$ cat src/hw/rtl/crrpt_pkg.sv
package crrpt_pkg;

    localparam int unsigned ROUTE_ENTRIES_DEF   = 64;
    localparam int unsigned PENDING_ENTRIES_DEF = 64;

    localparam logic [1:0] OP_UPDATE   = 2'd0;
    localparam logic [1:0] OP_RESPONSE = 2'd1;
    localparam logic [1:0] OP_REQUEST  = 2'd2;
    localparam logic [1:0] OP_TICK     = 2'd3;

    localparam logic [1:0] ST_FORWARDED = 2'd0;
    localparam logic [1:0] ST_NO_MATCH  = 2'd1;
    localparam logic [1:0] ST_FULL      = 2'd2;
    localparam logic [1:0] ST_TICK      = 2'd3;

    localparam logic [7:0] ROUTE_LIFE_RST = 8'd25;
    localparam logic [7:0] PEND_LIFE_RST  = 8'd120;

    localparam logic [0:0] REG_ROUTE_LIFE = 1'b0;
    localparam logic [0:0] REG_PEND_LIFE  = 1'b1;

    // one entry compare request to the shared matcher
    typedef struct packed {
        logic        valid;
        logic [31:0] entry_content;
        logic [31:0] entry_host;
        logic [31:0] key_content;
        logic [31:0] key_host;
        logic        use_host;
    } t_cmp_req;

    typedef struct packed {
        logic hit;
        logic free;
    } t_cmp_rsp;

endpackage

$ cat src/hw/rtl/crrpt_match.sv
module crrpt_match
    import crrpt_pkg::*;
(
    input  logic     i_clk,
    input  logic     i_rst_n,
    input  t_cmp_req i_req,
    output t_cmp_rsp o_rsp
);

    t_cmp_rsp r_rsp;
    t_cmp_rsp n_rsp;

    // shared key comparator, one entry per cycle, registered result
    always_comb begin
        n_rsp.free = !i_req.valid;
        n_rsp.hit  = i_req.valid && (i_req.entry_content == i_req.key_content)
                     && (!i_req.use_host || (i_req.entry_host == i_req.key_host));
    end

    always_ff @(posedge i_clk) begin
        if (!i_rst_n) begin
            r_rsp <= '0;
        end else begin
            r_rsp <= n_rsp;
        end
    end

    assign o_rsp = r_rsp;

endmodule
$ cat config.mk
export PLATFORM = sky130hd
export DESIGN_NAME = crrpt_match
export DESIGN_NICKNAME = d
export VERILOG_FILES = /design/src/hw/rtl/crrpt_pkg.sv /design/src/hw/rtl/crrpt_match.sv
export SDC_FILE = /design/constraint.sdc
export NUM_CORES = 1
export LEC_CHECK = 0
export CORE_UTILIZATION = 30
export DETAILED_ROUTE_END_ITERATION = 12
export DONT_BUFFER_PORTS = 1
export GPL_ROUTABILITY_DRIVEN = 0
export HOLD_SLACK_MARGIN = 0.03
export SLEW_MARGIN = 40
export SYNTH_ARGS = -nofsm -noshare
export SYNTH_HDL_FRONTEND = slang
export SYNTH_SLANG_ARGS = --single-unit
$ cat constraint.sdc
create_clock -name i_clk -period 1.2 [get_ports i_clk]
set_input_delay 0.12 -clock i_clk [delete_from_list [all_inputs] [get_ports i_clk]]
set_output_delay 0.12 -clock i_clk [all_outputs]
set_load 0.005 [all_outputs]
### After elaboration in Yosys (flattened, before gate mapping)

Cells that the tools add are included.

* $add $sub $neg: 0
* multiply operators: 0
* divide/modulo/power cells: 0
* $lt $le $gt $ge: 0
* equal/unequal tests: 2
* shift operators: 0
* multiplexer cells: 0
* bitwise operators: 0
* reduce and logical (&&, ||, !) cells: 5

Operator list (count)
* 32-bit == test: 2
* 1-bit logical AND: 2
* 1-bit logical NOT: 2
* 1-bit logical OR: 1

* register bits: 2
* latch bits: 0
* RAM bits: 0
* ROM bits: 0
* output and inout bits: 2
* logic and storage cells: 9
* memories: 0

### Longest topological paths before layout

* depth after elaboration: 3
* depth in mapped cells: 5
* mapped depth without buffers: 5

### Least setup slack after synthesis

Ideal clock, no wire load.

* path type: input to register
* start: in i_req[62] (netlist name)
* end: reg r_rsp (netlist bit o_rsp[1])
* setup time: 60 ps
* arrival time: 1019 ps
* path slack: 122 ps
* cell stages on the path: 5
* cells stage by stage: xor2_1 nor4_1 nand4_1 nor4_1 and3_1

* cells in the longest elaborated chain, start to end: 3

RTL lines
* start: declaration: RTL line crrpt_match.sv:6 `input t_cmp_req i_req,`
* 32-bit == test: RTL line crrpt_match.sv:16 `n_rsp.hit = i_req.valid && (i_req.entry_content == i_req.key_content)`
* 1-bit logical AND: RTL line crrpt_match.sv:16
* 1-bit logical AND: RTL line crrpt_match.sv:17 `&& (!i_req.use_host || (i_req.entry_host == i_req.key_host));`
* end signal: assignment: RTL line crrpt_match.sv:24 `r_rsp <= n_rsp;`
* end: declaration: RTL line crrpt_match.sv:10 `t_cmp_rsp r_rsp;`

Every way passes these cells.
A chain may end at the register's enable or synchronous reset.

### Final worst setup path

* start: in i_req[129] (netlist name)
* end: reg r_rsp (netlist bit o_rsp[0])

* cells in the longest elaborated chain, start to end: 1

RTL lines
* 1-bit logical NOT: RTL line crrpt_match.sv:15 `n_rsp.free = !i_req.valid;`

Every way passes these cells.

==> metrics.cfg <==
[run_status]
run_status = finished, final reports clean

[worst_setup_path]
path_cells = dlygate4sd3_1 -> nor2b_1 -> dlygate4sd3_1
cp_slowest_cell = dlygate4sd3_1
cp-start-kind = input pin
required_ps = 1360
cpMostUsedCell = dlygate4sd3_1
slowest_delay_ps = 550
crit_path_end_kind = register
worstSetupPathType = in2reg
worstPathArrival_ps = 1310
crit_fanout = 2

[power_and_ir_drop]
leakage_nw = 0.312
power.density_mw_per_mm2 = 485
swShare_pct = 26.4
p_total_uw = 400
clkPwrFrac_pct = 36.0
p_int_uw = 295
switching_power_uw = 106
power_frac_comb_pct = 46.6
max-vdd-ir-drop_mv = 0.477
power_frac_seq_pct = 17.4

[clock_network]
cts_tree = built
cts_max_level = 1
cts_buffers = 3
cts_resized = 0
cts_sinks = 2
clk_pin_slew_ps = 30
clockBufferDepth = 2
post_cts_buffers = 0
cts-root-buf = clkbuf_4

[cells_and_area]
area_delta_synth_final_pct = 10.4
n_fill_cell = 245
final_cell_mix = 55 x xor2_1, 14 x nor4_1, 9 x xnor2_1
drive_gt1_share_pct = 3.16
largest_reg_flops = 2
diodes = 0
final_area_um2 = 826
layout_commonest_cell = xor2_1
postLayoutCoreUtil_pct = 36.3
final_nets = 229

[synthesis]
yosysWarnings = 0
syn_inst = 90
syn-mean-instance-area_um2 = 8.31
yosys.cell_types.count = 9
syn_area_um2 = 748
ys_seq_area_share_pct = 5.35
ys_ff_latch = 2
syn_nets = 222

[route]
wire_per_inst_um = 16.1
drc = 0
first_pass_iters = 4
drt-total-wl_mm = 1.98
drt_iter0_drc = 2
via_per_inst = 5.59
vias = 687
antenna_left = 0

[die]
coreArea_mm2 = 0.00228
num_rows = 17
initial_core_util_pct = 32.9
die_w_um = 51.9
ioPinCount = 134
die_area_mm2 = 0.00270
die_h_um = 51.9

[timing]
min_period_ps = 1150
fmaxAchievable_mhz = 869
rsz0062_at_grt = no
worst_slew_pin_slew_ps = 326
finalMaxSlewViolations = 0
fin_crit_sh_pct = 95.9
finalHoldViolations = 0
finalSetupTns_ps = 0
setup_viol_count_final = 0
slew_headroom_pct = 78.1

[place]
placed_area_um2 = 783
port_buffers = 0
dp_hpwl_mm = 1.92

[global_route]
grt_pass1_wl_mm = 2.73
grt_max_degree = 3
grtUsageTotal_pct = 13.4
antenna_found_initial = 0
grt_pass1_vias = 654
grt_overflow = 0

[worst_hold_path]
worstHoldPathType = in2reg

[job]
drv_cap = 0

## worst paths after layout
| check | from | end | slack (ps) | depth (start not counted) |
|---|---|---|---|---|
| setup / recovery | i_req[129] | o_rsp[0] | 50 | 3 |
| hold / removal | i_req[0] | o_rsp[1] | 150 | 2 |
## power by group through the flow
stage,Combinational [mW],Clock [mW],Sequential (mW)
finish,0.187,0.144,0.0696
global route,0.216,0.159,0.0698
CTS,0.190,0.153,0.0696
detailed placement,0.184,0,0.0704
global placement,0.176,0,0.0704
floorplan,0.160,0,0.0704
## metrics by stage
stage               worst slack (ps)  cells  hold WS [ps]
finish                          49.0    123           154
global route                    5.92    123           167
CTS                             80.8    123           155
detailed placement             -75.0    118           194
global placement               -89.7    118           195
floorplan                        122     90           192
## cell usage after synthesis
cell     count  area share, %
and3_1       1           0.84
dfxtp_1      2            5.4
nand4_1      6            5.0
nor2b_1      1           0.84
nor3_1       1           0.67
nor4_1      14             12
o21ai_0      1           0.67
xnor2_1      9             11
xor2_1      55             64
## timing repair
item                       CTS  global route
hold buffers                 2             0
setup endpoints to repair    0             0
hold endpoints to repair     1             0
## final cells by class
class	count	area (um^2)	share of cell area [%]
multi-input cells	88	708	85.8
flip-flops and latches	2	40.0	4.85
well taps	28	35.0	4.24
clock buffers	3	22.5	2.73
repair buffers	2	20.0	2.42
## worst max-delay path, delay by kind of cell
kind          cells  cell delay [ps]
buf+inv           2             1090
simple gates      1              110
## logic make-up (layout without fill, tap and decap cells)
| logic type | after synthesis | in the layout | share of synthesized area (%) |
|---|---|---|---|
| compound gates | 1 | 1 | 0.668 |
| xor+xnor | 64 | 64 | 74.9 |
| buf+inv | 0 | 5 | 0 |
| flops | 2 | 2 | 5.35 |
| simple gates | 23 | 23 | 19.1 |
## metal layers
| layer | track usage (%) | vias to the layer above | routed length (um) |
|---|---|---|---|
| met2 | 25.4 | 51 | 1180 |
| met5 | 0 | - | 0 |
| li1 | - | 323 | - |
| met3 | 2.63 | 0 | 146 |
| met4 | 1.35 | 0 | 0 |
| met1 | 15.7 | 313 | 658 |
Power figures use the tool's default switching activity.
